## config.mk

```make
export PLATFORM = sky130hd
export DESIGN_NAME = bankers_deadlock_avoidance
export DESIGN_NICKNAME = d
export VERILOG_FILES = /design/src/sv/bda_pkg.sv /design/src/sv/bda_fit_unit.sv /design/src/sv/bankers_deadlock_avoidance.sv
export SDC_FILE = /design/constraint.sdc
export NUM_CORES = 2
export LEC_CHECK = 0
export BUFFER_PORTS_ARGS = -buffer_cell sky130_fd_sc_hd__buf_2
export CAP_MARGIN = 10
export CORE_ASPECT_RATIO = 1.4
export CORE_MARGIN = 2
export CORE_UTILIZATION = 55
export CTS_CLUSTER_DIAMETER = 60
export CTS_CLUSTER_SIZE = 8
export DETAILED_ROUTE_END_ITERATION = 8
export PLACE_DENSITY = 0.71
export SYNTH_ARGS = -nofsm -noshare
export SYNTH_HDL_FRONTEND = slang
export SYNTH_SLANG_ARGS = --single-unit
```

## constraint.sdc

```tcl
create_clock -name i_clk -period 16.6 [get_ports i_clk]
set_input_delay 4.15 -clock i_clk [delete_from_list [all_inputs] [get_ports i_clk]]
set_output_delay 4.15 -clock i_clk [all_outputs]
set_load 0.01 [all_outputs]
```

## src/sv/bda_pkg.sv

```systemverilog
// Shared codes, field widths and types for the banker's deadlock-avoidance block.
`timescale 1ns / 1ps

package bda_pkg;

    // Fixed field widths of the request and result channels
    localparam int FUNC_W      = 2;
    localparam int PID_W       = 3;
    localparam int RID_W       = 2;
    localparam int VAL_W       = 8;
    localparam int STATUS_W    = 3;
    localparam int OPROC_W     = 3;
    localparam int NREQ_PORTS  = 4;

    // Configuration port
    localparam int CFG_IDX_W   = 1;
    localparam int CFG_DATA_W  = 4;
    localparam int ACT_PROC_W  = 4;
    localparam int ACT_RES_W   = 3;
    localparam logic [CFG_IDX_W-1:0] CFG_ACT_PROC = 1'b0;
    localparam logic [CFG_IDX_W-1:0] CFG_ACT_RES  = 1'b1;

    // Request function codes
    localparam logic [FUNC_W-1:0] FN_SET_FREE = 2'd0;
    localparam logic [FUNC_W-1:0] FN_LOAD_ROW = 2'd1;
    localparam logic [FUNC_W-1:0] FN_REQUEST  = 2'd2;

    // Result status codes
    localparam logic [STATUS_W-1:0] ST_LOADED    = 3'd0;
    localparam logic [STATUS_W-1:0] ST_REJECTED  = 3'd1;
    localparam logic [STATUS_W-1:0] ST_OVER_NEED = 3'd2;
    localparam logic [STATUS_W-1:0] ST_OVER_FREE = 3'd3;
    localparam logic [STATUS_W-1:0] ST_UNSAFE    = 3'd4;
    localparam logic [STATUS_W-1:0] ST_GRANTED   = 3'd5;

    // Sequencer states
    typedef enum logic [4:0] {
        S_IDLE = 5'b00001,
        S_EXEC = 5'b00010,
        S_SCAN = 5'b00100,
        S_UNDO = 5'b01000,
        S_EMIT = 5'b10000
    } t_state;

    // Flags from the row compare unit
    typedef struct packed {
        logic fits;       // need fits under base on every active resource
        logic over_need;  // some request exceeds the remaining need
        logic over_free;  // some request exceeds the base (free) units
    } t_fit_flags;

endpackage

```

## src/sv/bda_fit_unit.sv

```systemverilog
// Row compare unit: need against base, request against need and base, saturating release sum.
`timescale 1ns / 1ps

module bda_fit_unit #(
    parameter int NUM_RES     = 4,
    parameter int COUNT_WIDTH = 8
) (
    input  logic [NUM_RES-1:0][COUNT_WIDTH-1:0] i_claim,
    input  logic [NUM_RES-1:0][COUNT_WIDTH-1:0] i_alloc,
    input  logic [NUM_RES-1:0][COUNT_WIDTH-1:0] i_base,
    input  logic [NUM_RES-1:0][COUNT_WIDTH-1:0] i_req,
    input  logic [NUM_RES-1:0]                  i_res_mask,
    output bda_pkg::t_fit_flags                 o_flags,
    output logic [NUM_RES-1:0][COUNT_WIDTH-1:0] o_sum
);
    import bda_pkg::*;

    // All resources are handled side by side
    always_comb begin
        logic [COUNT_WIDTH-1:0] need;
        logic [COUNT_WIDTH:0]   sum;
        o_flags = '{fits: 1'b1, over_need: 1'b0, over_free: 1'b0};
        o_sum   = '0;
        for (int r = 0; r < NUM_RES; r++) begin
            need = i_claim[r] - i_alloc[r];
            if (i_req[r] > need) begin
                o_flags.over_need = 1'b1;
            end
            if (i_req[r] > i_base[r]) begin
                o_flags.over_free = 1'b1;
            end
            if (i_res_mask[r] && (need > i_base[r])) begin
                o_flags.fits = 1'b0;
            end
            // released allocation returns to the work pool, clamped at full scale
            sum = {1'b0, i_base[r]} + {1'b0, i_alloc[r]};
            o_sum[r] = sum[COUNT_WIDTH] ? '1 : sum[COUNT_WIDTH-1:0];
        end
    end

endmodule

```

## src/sv/bankers_deadlock_avoidance.sv

```systemverilog
// Banker's algorithm deadlock-avoidance unit: load and request handling with a row-serial safety check.
// Loads and refused requests give one registered result from S_EXEC once the result register is free.
// A granted request is decoded, then scans one row per cycle and restarts at row 0 after a hit; then
// it gives one result per cycle per active row while i_out_ready is high, or one rollback result if a
// pass ends without a hit. One request in flight at a time.
// Reset (synchronous, active low) clears free, claim, alloc and out_valid; counts go to full size.
`timescale 1ns / 1ps

module bankers_deadlock_avoidance #(
    parameter int NUM_PROC    = 8,
    parameter int NUM_RES     = 4,
    parameter int COUNT_WIDTH = 8
) (
    input  logic                             i_clk,
    input  logic                             i_rst_n,
    // configuration
    input  logic                             i_cfg_we,
    input  logic [bda_pkg::CFG_IDX_W-1:0]    i_cfg_index,
    input  logic [bda_pkg::CFG_DATA_W-1:0]   i_cfg_wdata,
    // request channel
    input  logic                             i_in_valid,
    output logic                             o_in_ready,
    input  logic [bda_pkg::FUNC_W-1:0]       i_func,
    input  logic [bda_pkg::PID_W-1:0]        i_process_id,
    input  logic [bda_pkg::RID_W-1:0]        i_resource_id,
    input  logic [bda_pkg::VAL_W-1:0]        i_value_a,
    input  logic [bda_pkg::VAL_W-1:0]        i_value_b,
    input  logic [bda_pkg::VAL_W-1:0]        i_req_0,
    input  logic [bda_pkg::VAL_W-1:0]        i_req_1,
    input  logic [bda_pkg::VAL_W-1:0]        i_req_2,
    input  logic [bda_pkg::VAL_W-1:0]        i_req_3,
    // result channel
    output logic                             o_out_valid,
    input  logic                             i_out_ready,
    output logic [bda_pkg::STATUS_W-1:0]     o_status,
    output logic [bda_pkg::OPROC_W-1:0]      o_order_process,
    output logic                             o_last
);
    import bda_pkg::*;

    localparam int CW  = COUNT_WIDTH;
    localparam int PW  = $clog2(NUM_PROC + 1);          // active process count
    localparam int PIW = $clog2(NUM_PROC);              // row index
    localparam int RW  = $clog2(NUM_RES + 1);           // active resource count
    localparam int RIW = (NUM_RES > 1) ? $clog2(NUM_RES) : 1;
    localparam int PCW = (PW > PID_W) ? PW : PID_W;
    localparam int RCW = (RW > RID_W) ? RW : RID_W;

    typedef logic [NUM_RES-1:0][CW-1:0] t_vec;

    // ---------------- state ----------------
    t_state              r_state, n_state;
    logic [PW-1:0]       r_act_proc, n_act_proc;
    logic [RW-1:0]       r_act_res, n_act_res;
    t_vec                r_free, n_free;
    t_vec                r_claim [NUM_PROC];
    t_vec                n_claim [NUM_PROC];
    t_vec                r_alloc [NUM_PROC];
    t_vec                n_alloc [NUM_PROC];
    t_vec                r_work, n_work;
    logic [NUM_PROC-1:0] r_finish, n_finish;
    logic [PIW-1:0]      r_order [NUM_PROC];
    logic [PIW-1:0]      n_order [NUM_PROC];
    logic [PIW-1:0]      r_scan, n_scan;
    logic [PW-1:0]       r_found, n_found;
    logic [PIW-1:0]      r_emit, n_emit;

    // latched request
    logic [FUNC_W-1:0]   r_func, n_func;
    logic [PID_W-1:0]    r_pid, n_pid;
    logic [RID_W-1:0]    r_rid, n_rid;
    logic [CW-1:0]       r_va, n_va;
    logic [CW-1:0]       r_vb, n_vb;
    t_vec                r_req, n_req;

    // result register
    logic                r_out_valid, n_out_valid;
    logic [STATUS_W-1:0] r_status, n_status;
    logic [OPROC_W-1:0]  r_oproc, n_oproc;
    logic                r_last, n_last;

    // ---------------- helpers ----------------
    logic [VAL_W-1:0]    req_port [NREQ_PORTS];
    t_vec                req_in;
    logic [NUM_RES-1:0]  res_mask;
    logic                out_free;
    logic                pid_ok, rid_ok;
    logic [PIW-1:0]      pid_idx, row_idx, last_idx;
    logic [RIW-1:0]      rid_idx;
    t_vec                unit_base, unit_sum;
    t_fit_flags          flags;
    logic                row_fits;

    assign req_port[0] = i_req_0;
    assign req_port[1] = i_req_1;
    assign req_port[2] = i_req_2;
    assign req_port[3] = i_req_3;

    // resources in use, and request units with unused kinds forced to zero
    for (genvar g = 0; g < NUM_RES; g++) begin : g_res
        assign res_mask[g] = (RW'(g) < r_act_res);
        if (g < NREQ_PORTS) begin : g_port
            assign req_in[g] = res_mask[g] ? CW'(req_port[g]) : '0;
        end else begin : g_none
            assign req_in[g] = '0;
        end
    end

    assign out_free  = !r_out_valid || i_out_ready;
    assign pid_ok    = (PCW'(r_pid) < PCW'(r_act_proc));
    assign rid_ok    = (RCW'(r_rid) < RCW'(r_act_res));
    assign pid_idx   = PIW'(r_pid);
    assign rid_idx   = RIW'(r_rid);
    assign last_idx  = PIW'(r_act_proc - PW'(1));
    assign row_idx   = (r_state == S_SCAN) ? r_scan : pid_idx;
    assign unit_base = (r_state == S_SCAN) ? r_work : r_free;

    // shared row compare unit
    bda_fit_unit #(
        .NUM_RES     (NUM_RES),
        .COUNT_WIDTH (CW)
    ) u_fit (
        .i_claim    (r_claim[row_idx]),
        .i_alloc    (r_alloc[row_idx]),
        .i_base     (unit_base),
        .i_req      (r_req),
        .i_res_mask (res_mask),
        .o_flags    (flags),
        .o_sum      (unit_sum)
    );

    assign row_fits = flags.fits && !r_finish[r_scan];

    // ---------------- sequencer ----------------
    always_comb begin
        n_state     = r_state;
        n_act_proc  = r_act_proc;
        n_act_res   = r_act_res;
        n_free      = r_free;
        n_claim     = r_claim;
        n_alloc     = r_alloc;
        n_work      = r_work;
        n_finish    = r_finish;
        n_order     = r_order;
        n_scan      = r_scan;
        n_found     = r_found;
        n_emit      = r_emit;
        n_func      = r_func;
        n_pid       = r_pid;
        n_rid       = r_rid;
        n_va        = r_va;
        n_vb        = r_vb;
        n_req       = r_req;
        n_out_valid = r_out_valid && !i_out_ready;
        n_status    = r_status;
        n_oproc     = r_oproc;
        n_last      = r_last;

        // register writes, saturated to the supported range
        if (i_cfg_we) begin
            case (i_cfg_index)
                CFG_ACT_PROC: begin
                    if (i_cfg_wdata[ACT_PROC_W-1:0] == '0) begin
                        n_act_proc = PW'(1);
                    end else if (int'(i_cfg_wdata[ACT_PROC_W-1:0]) > NUM_PROC) begin
                        n_act_proc = PW'(NUM_PROC);
                    end else begin
                        n_act_proc = PW'(i_cfg_wdata[ACT_PROC_W-1:0]);
                    end
                end
                CFG_ACT_RES: begin
                    if (i_cfg_wdata[ACT_RES_W-1:0] == '0) begin
                        n_act_res = RW'(1);
                    end else if (int'(i_cfg_wdata[ACT_RES_W-1:0]) > NUM_RES) begin
                        n_act_res = RW'(NUM_RES);
                    end else begin
                        n_act_res = RW'(i_cfg_wdata[ACT_RES_W-1:0]);
                    end
                end
                default: begin
                end
            endcase
        end

        case (r_state)
            // take a request
            S_IDLE: begin
                if (i_in_valid) begin
                    n_func  = i_func;
                    n_pid   = i_process_id;
                    n_rid   = i_resource_id;
                    n_va    = CW'(i_value_a);
                    n_vb    = CW'(i_value_b);
                    n_req   = req_in;
                    n_state = S_EXEC;
                end
            end

            // decode, loads and admission checks
            S_EXEC: begin
                if (out_free) begin
                    n_out_valid = 1'b1;
                    n_oproc     = '0;
                    n_last      = 1'b1;
                    n_state     = S_IDLE;
                    case (r_func)
                        FN_SET_FREE: begin
                            if (rid_ok) begin
                                n_free[rid_idx] = r_va;
                                n_status        = ST_LOADED;
                            end else begin
                                n_status = ST_REJECTED;
                            end
                        end
                        FN_LOAD_ROW: begin
                            if (pid_ok && rid_ok && (r_vb <= r_va) &&
                                (r_vb <= r_free[rid_idx])) begin
                                n_claim[pid_idx][rid_idx] = r_va;
                                n_alloc[pid_idx][rid_idx] = r_vb;
                                n_free[rid_idx]           = r_free[rid_idx] - r_vb;
                                n_status                  = ST_LOADED;
                            end else begin
                                n_status = ST_REJECTED;
                            end
                        end
                        FN_REQUEST: begin
                            if (!pid_ok || flags.over_need) begin
                                n_status = ST_OVER_NEED;
                            end else if (flags.over_free) begin
                                n_status = ST_OVER_FREE;
                            end else begin
                                // tentative grant; work copy starts from the new free vector
                                n_out_valid = r_out_valid && !i_out_ready;
                                for (int r = 0; r < NUM_RES; r++) begin
                                    n_free[r]          = r_free[r] - r_req[r];
                                    n_work[r]          = r_free[r] - r_req[r];
                                    n_alloc[pid_idx][r] = r_alloc[pid_idx][r] + r_req[r];
                                end
                                n_finish = '0;
                                n_scan   = '0;
                                n_found  = '0;
                                n_state  = S_SCAN;
                            end
                        end
                        default: begin
                            n_status = ST_REJECTED;
                        end
                    endcase
                end
            end

            // one row per cycle; a hit restarts the pass at row 0
            S_SCAN: begin
                if (row_fits) begin
                    n_work            = unit_sum;
                    n_finish[r_scan]  = 1'b1;
                    n_order[PIW'(r_found)] = r_scan;
                    n_found           = r_found + PW'(1);
                    n_scan            = '0;
                    if ((r_found + PW'(1)) == r_act_proc) begin
                        n_emit  = '0;
                        n_state = S_EMIT;
                    end
                end else if (r_scan == last_idx) begin
                    n_state = S_UNDO;
                end else begin
                    n_scan = r_scan + PIW'(1);
                end
            end

            // unsafe: roll the grant back
            S_UNDO: begin
                if (out_free) begin
                    for (int r = 0; r < NUM_RES; r++) begin
                        n_free[r]           = r_free[r] + r_req[r];
                        n_alloc[pid_idx][r] = r_alloc[pid_idx][r] - r_req[r];
                    end
                    n_out_valid = 1'b1;
                    n_status    = ST_UNSAFE;
                    n_oproc     = '0;
                    n_last      = 1'b1;
                    n_state     = S_IDLE;
                end
            end

            // safe order, one row per result
            S_EMIT: begin
                if (out_free) begin
                    n_out_valid = 1'b1;
                    n_status    = ST_GRANTED;
                    n_oproc     = OPROC_W'(r_order[r_emit]);
                    n_last      = (r_emit == last_idx);
                    n_emit      = r_emit + PIW'(1);
                    if (r_emit == last_idx) begin
                        n_state = S_IDLE;
                    end
                end
            end

            default: begin
                n_state = S_IDLE;
            end
        endcase
    end

    // ---------------- registers ----------------
    always_ff @(posedge i_clk) begin
        if (!i_rst_n) begin
            r_state     <= S_IDLE;
            r_act_proc  <= PW'(NUM_PROC);
            r_act_res   <= RW'(NUM_RES);
            r_free      <= '0;
            r_finish    <= '0;
            r_out_valid <= 1'b0;
            for (int p = 0; p < NUM_PROC; p++) begin
                r_claim[p] <= '0;
                r_alloc[p] <= '0;
            end
        end else begin
            r_state     <= n_state;
            r_act_proc  <= n_act_proc;
            r_act_res   <= n_act_res;
            r_free      <= n_free;
            r_finish    <= n_finish;
            r_out_valid <= n_out_valid;
            r_claim     <= n_claim;
            r_alloc     <= n_alloc;
        end
    end

    // payload and scratch registers
    always_ff @(posedge i_clk) begin
        r_work   <= n_work;
        r_order  <= n_order;
        r_scan   <= n_scan;
        r_found  <= n_found;
        r_emit   <= n_emit;
        r_func   <= n_func;
        r_pid    <= n_pid;
        r_rid    <= n_rid;
        r_va     <= n_va;
        r_vb     <= n_vb;
        r_req    <= n_req;
        r_status <= n_status;
        r_oproc  <= n_oproc;
        r_last   <= n_last;
    end

    assign o_in_ready      = (r_state == S_IDLE);
    assign o_out_valid     = r_out_valid;
    assign o_status        = r_status;
    assign o_order_process = r_oproc;
    assign o_last          = r_last;

`ifndef NO_ASSERTIONS
    // every row placed in the order is marked finished, and only those
    a_scan_count: assert property (@(posedge i_clk) disable iff (!i_rst_n)
        (r_state == S_SCAN) |-> ($countones(r_finish) == int'(r_found)))
        else $error("finish marks disagree with order length");

    // a safe order covers every active row
    a_emit_full: assert property (@(posedge i_clk) disable iff (!i_rst_n)
        (r_state == S_EMIT) |-> ($countones(r_finish) == int'(r_act_proc)))
        else $error("safe order does not cover all active rows");

    // returning to idle always leaves the final result of the request pending
    a_idle_last: assert property (@(posedge i_clk) disable iff (!i_rst_n)
        (r_state != S_IDLE) ##1 (r_state == S_IDLE) |-> (o_out_valid && o_last))
        else $error("request finished without a final result");
`endif

endmodule
```

# == Word-level counts from Yosys, hierarchy flattened ==
# Index checks and enable logic that the tools add are counted.
# classes
n_bitwise,6
addsub,29
n_lt_le_gt_ge,32
reduce_logical,42
eq_ne,31
mux,142
# op_table
operator,n
$bwmux W256,10
$mux W256,5
$pmux W256 S2,2
$mux W32,18
$demux W32 S3,5
$bmux W32 S3,3
$pmux W32 S2,2
$sub A8 B8 Y8,13
$gt A8 B8 Y1,12
$mux W8,12
$pmux W32 S3,1
$mux W3,25
$add A8 B8 Y8,8
$bwmux W32,2
$mux W5,8
$add A8 B8 Y9,4
$mux W4,7
$pmux W5 S5,1
$bwmux W24,1
$mux W24,1
$mux W1,23
$ne A2 B2 Y1 const B,9
$pmux W3 S2,3
$pmux W3 S3,2
other kinds (59),105
# word_totals
output_inout_bits,9
reg_bits,693
elab_cells,382
in_bits,65

# == Logic depth before layout (Yosys ltp) ==
# logic_depth
ltp_word,17
mapped_depth,32
ltp_nobuf,25

# == By module ==
# Synthesis repeated with hierarchy kept, for this count alone.
# unflattened
hier_cells,4680
area_unflattened_um2,43874.6
# modules_own_cells
mod,seq_area_each_um2,area_per_inst_um2,cells_per_inst,instances
bankers_deadlock_avoidance,15154.5,38660.8,3975,1
bda_fit_unit,0.0,5213.8,705,1

# == Worst setup path before layout ==
# No wires, ideal clock.
# synth_timing
path_kind,flip-flop to flip-flop
from,reg r_state[1]
to,"reg r_found[0], enable pin"
stages_incl_launch_ff,25
required_time_ns,16.121
period_less_slack_ns,8.128
setup_ns,0.479
arrival_time_ns,7.649
slack_ns,8.472
n_path_buf,4
path_cell_list,dfxtp_1 > clkbuf_1 > nor3_1 > nand3b_1 > buf_2 > mux2i_1 > clkbuf_1 > buf_2 > mux4_2 > mux2i_1 > ha_1 > a21o_1 > a21o_1 > a21oi_1 > o21bai_1 > a21o_1 > a21o_1 > xor2_1 > ha_1 > a21oi_1 > o21ai_0 > o311ai_0 > o211a_1 > nand2_1 > o21ai_0
# synth_via
elab_chain_cells,16
word_cells_on_any_way,52
cone_classes,4 x add/sub; 12 x order compare; 7 x eq/ne; 20 x mux; 1 x bitwise; 8 x reduce/logical
# synth_rtl
element,line,text
start: declaration,bankers_deadlock_avoidance.sv:52,"t_state r_state, n_state;"
start signal: assignment,bankers_deadlock_avoidance.sv:320,r_state <= n_state;
$eq A5 B3 Y1,"bankers_deadlock_avoidance.sv:115, bankers_deadlock_avoidance.sv:116, bankers_deadlock_avoidance.sv:185",
$mux W3,bankers_deadlock_avoidance.sv:115,assign row_idx = (r_state == S_SCAN) ? r_scan : pid_idx;
$not A3 Y4 (implied by the code),"bankers_deadlock_avoidance.sv:123, bankers_deadlock_avoidance.sv:124",
"$bmux W32 S3, on equally long branches","bankers_deadlock_avoidance.sv:123, bankers_deadlock_avoidance.sv:124",
"$mux W32, on equally long branches (2 in a row)","bankers_deadlock_avoidance.sv:123, bankers_deadlock_avoidance.sv:124",
$sub A8 B8 Y8,bda_fit_unit.sv:25,need = i_claim[r] - i_alloc[r];
$gt A8 B8 Y1,bda_fit_unit.sv:32,if (i_res_mask[r] && (need > i_base[r])) begin
$logic_and A1 B1 Y1,bda_fit_unit.sv:32,
$mux W1 (4 in a row),bda_fit_unit.sv:32,
$logic_and A1 B1 Y1,bankers_deadlock_avoidance.sv:132,assign row_fits = flags.fits && !r_finish[r_scan];
$ne A2 B2 Y1 (no line),-,
$reduce_and A6 Y1 (no line) *,-,
end signal: assignment,bankers_deadlock_avoidance.sv:336,r_found <= n_found;
end: declaration,bankers_deadlock_avoidance.sv:65,"logic [PW-1:0] r_found, n_found;"
# Every way passes the cells marked *; elsewhere a longest branch is shown, timed or not. The select of a mux whose other input is x is not followed.
# A chain may end at the register's enable or synchronous reset.

# == Worst setup path in the final report ==
# layout_timing
from,reg r_state[4]
to,"reg r_order[4] (netlist name), enable pin"
# layout_via
elab_chain_cells,15
word_cells_on_any_way,28
cone_classes,4 x add/sub; 4 x order compare; 1 x eq/ne; 12 x mux; 1 x bitwise; 6 x reduce/logical
# layout_rtl
element,line,text
$eq A5 B3 Y1 *,"bankers_deadlock_avoidance.sv:115, bankers_deadlock_avoidance.sv:116, bankers_deadlock_avoidance.sv:185",
$mux W3,bankers_deadlock_avoidance.sv:115,
$not A3 Y4 (implied by the code),"bankers_deadlock_avoidance.sv:123, bankers_deadlock_avoidance.sv:124",
"$bmux W32 S3, on equally long branches","bankers_deadlock_avoidance.sv:123, bankers_deadlock_avoidance.sv:124",
"$mux W32, on equally long branches (2 in a row)","bankers_deadlock_avoidance.sv:123, bankers_deadlock_avoidance.sv:124",
$sub A8 B8 Y8,bda_fit_unit.sv:25,
$gt A8 B8 Y1,bda_fit_unit.sv:32,
$logic_and A1 B1 Y1,bda_fit_unit.sv:32,
$mux W1 (4 in a row),bda_fit_unit.sv:32,
$logic_and A1 B1 Y1,bankers_deadlock_avoidance.sv:132,
$reduce_and A2 Y1 (no line) *,-,
end signal: assignment,bankers_deadlock_avoidance.sv:334,r_order <= n_order;
end: declaration,bankers_deadlock_avoidance.sv:62,logic [PIW-1:0] r_order [NUM_PROC];
# Marked as above.

==> impl_metrics.ini <==
[logic_synthesis]
yosys-top-cells-area = dfxtp_1, edfxtp_1, ha_1
yosysMostFrequentCell = nand2_1
synth_top_area_share_pct = 26.6
syn_area_um2 = 42500
synth-seq-cells = 693
ys.flop_type = dfxtp_1
synth_cell_types = 89
synth_area_leader_cell = dfxtp_1
async_flop_share_pct = 0
netlist_instances = 4627
ys_warn_count = 0
seq_area_frac_synth_pct = 35.7
synthTopCellsByCount = nand2_1, dfxtp_1, a21oi_1, nor2_1, mux2i_1
avgSynthCellArea_um2 = 9.19
syn_nets = 5012
synth_edf_count = 128

[clock_network]
insertion_delay_ps = 700
cts.clk_slew.worst_paths_ps = 50
cts_made_buffers = 99
post_cts_buffers = 0
clockBufferDepth = 3
cts_max_level = 3
cts_resized = 0
cts-hold-fix-buffers = 0
clock-root-buffer = clkbuf_16
cts.sinks = 693
cts_tree = built

[setup_path]
r2r-start = r_state[4]$_SDFFE_PN0P_
crit_start = r_state[4]$_SDFFE_PN0P_
crit_path_end = r_order[4]$_DFFE_PP_
end_kind = flip-flop
required_ps = 16930
rrSetupSlack_ps = 7780
r2r_cells = 26
worst_r2r_endpoint = r_order[4]$_DFFE_PP_
crit_fanout = 89
crit_arrival_ps = 9140
startpoint_type = flip-flop
path_class = reg2reg

[routing]
drtIter0Drc = 3474
vias = 35397
routedWlPerCell_um = 23.8
drt_wl_total_mm = 133
via_per_inst = 6.33
ant_nets = 0
drc = 0
drt_first_pass_iters = 9

[sta]
slew_violations = 0
skew_ps = 34.4
period_share_pct = 53.1
max_freq_ghz = 0.113
hold_violations = 0
min_period_ps = 8820
finalWorstSetupSlack_ps = 7780
relSlewSlack_pct = 12.6
rsz0062_at_grt = false
worst_pin_slew_ps = 1310
fin_tns_setup_ps = 0
finalSetupViolCount = 0

[die]
row_count = 120
die_area_um2 = 79500
die_w_um = 239
initial_utilization_pct = 55.5
coreArea_um2 = 76600
ioPinCount = 74
die-height_um = 333

[global_routing]
grt_usage_pct = 33.0
grt_pass1_vias = 34606
grt_max_degree = 163
antenna_found_initial = 2
grt_pass1_wl_mm = 202
grt.overflow.total = 0

[power]
irDropWorstVdd_v = 0.0000877
powerDensity_nw_per_um2 = 97.2
p_leak_nw = 17.5

[finish]
area_growth_pct = 8.76
fillers = 6457
nets = 4963
drive_above_1_share_pct = 10.6
n_antenna_cell = 0

[placed_design]
port_buffers = 73
place.gp.congestion = 1.01
dpl.hpwl_mm = 92.7
pre_cts_ws_ps = 7800

[outcome]
outcome = finished clean

[run]
cap_viol_max_count = 0

[min_path]
hold_path_class = reg2reg
[worst min path at each step]
| stage | start | to | slack (ps) | cells after the start |
|---|---|---|---|---|
| 2_1_floorplan | r_claim[185]$_SDFFE_PN0P_ | r_claim[185]$_SDFFE_PN0P_ | 430 | 2 |
| 3_3_place_gp | r_claim[145]$_SDFFE_PN0P_ | r_claim[145]$_SDFFE_PN0P_ | 430 | 2 |
| 3_5_place_dp | r_claim[204]$_SDFFE_PN0P_ | r_claim[204]$_SDFFE_PN0P_ | 440 | 2 |
| 4_1_cts | r_claim[204]$_SDFFE_PN0P_ | r_claim[204]$_SDFFE_PN0P_ | 450 | 2 |
| 5_1_grt | r_claim[238]$_SDFFE_PN0P_ | r_claim[238]$_SDFFE_PN0P_ | 460 | 2 |
| 6_report | r_claim[177]$_SDFFE_PN0P_ | r_claim[177]$_SDFFE_PN0P_ | 450 | 2 |
[through the flow]
step | instances | hold WS, ps | util (%) | area (µm²) | power [mW]
2_1_floorplan | 4627 | 429 | - | 42500 | 2.36
5_1_grt | 5592 | 459 | 60.4 | 46200 | 4.62
4_1_cts | 5592 | 447 | 60.4 | 46200 | 4.49
6_report | 5592 | 446 | 60.4 | 46200 | 4.49
3_5_place_dp | 5453 | 441 | 56.7 | 43400 | 2.63
3_3_place_gp | 5453 | 434 | 56.7 | 43400 | 2.62
[final cells by class]
type                       instances  area (µm²)  area share, %
sequential                       693       15200           32.8
inverter                         228         866           1.87
tap                              976        1220           2.64
timing repair buffer             118         731           1.58
clock inverter                    14         204          0.441
clock buffer                     125        2600           5.62
multi-input combinational       3438       25500           55.1
[layer usage]
layer | track usage [%] | part of all wire (%) | vias up
met2 | 54.2 | 47 | 1732
met4 | 21.8 | 7.2 | 4
met1 | 39.7 | 38 | 16845
li1 | - | - | 16330
met3 | 5.69 | 8.1 | 486
met5 | 0 | 0.019 | -
[power breakdown]
group	switching, mW	internal, mW	total (mW)
sequential	0.0537	1.76	1.81
combinational	0.555	0.254	0.809
clock	0.772	1.10	1.87
[kinds of logic (layout without fill, tap and decap cells)]
logic type	count (synthesis)	count (layout)	synth area share, %
AO/OA/AOI/OAI	1038	1038	15.2
XOR/XNOR	155	155	3.19
adder cells (fa/ha/maj)	320	320	9.86
buffers and inverters	496	485	4.71
flip-flops	693	693	35.7
multiplexers	483	483	15.7
AND/OR/NAND/NOR	1442	1442	15.6
[critical path: stages, from the launching register on]
cell and delay, ps:
dfxtp_1 460, nor3_1 110, nand3b_1 90, buf_4 480, mux2i_4 340, buf_12 540
buf_4 640, mux4_2 590, mux2i_1 480, ha_1 330, nor2b_1 120, o21ai_0 140
nand2b_1 100, a21o_1 180, a21o_1 190, a21o_1 180, a21o_1 180, xor2_1 230
ha_1 300, nand4_1 130, a21oi_1 60, a2111oi_0 670, o32a_1 470, nand2_1 260
nor2_1 450, nand2_1 190, nor3b_1 460
[state kept, by name (all words and copies together) (netlist names), 4 cells and up]
signal,count
r_act_proc,4
r_alloc,256
r_claim,256
r_finish,8
r_found,4
r_free,32
r_order,24
r_req,32
r_state,5
r_va,8
r_vb,8
r_work,32
[cells in the final DEF, fill, tap and decap left out, types with 8 or more instances in the layout]
master	instances
nand2_1	688
dfxtp_1	565
a21oi_1	488
nor2_1	443
mux2i_1	301
ha_1	295
inv_1	226
mux4_2	144
a22oi_1	132
edfxtp_1	128
xnor2_1	101
clkbuf_16	100
o21ai_0	92
buf_2	72
nor2b_1	60
xor2_1	54
nand4_1	53
buf_4	44
a21o_1	38
o211ai_1	37
a221oi_1	36
mux2_2	35
o21ai_1	34
nand2b_1	31
nor3_1	25
a211oi_1	25
fa_1	25
clkbuf_1	25
nor4_4	24
o21bai_1	23
o21a_1	22
and2_1	20
o22ai_1	14
nand3_1	12
a31oi_1	11
o221ai_1	11
a21boi_0	9
or4_1	8
No activity file was read; power rests on OpenSTA's default activity.
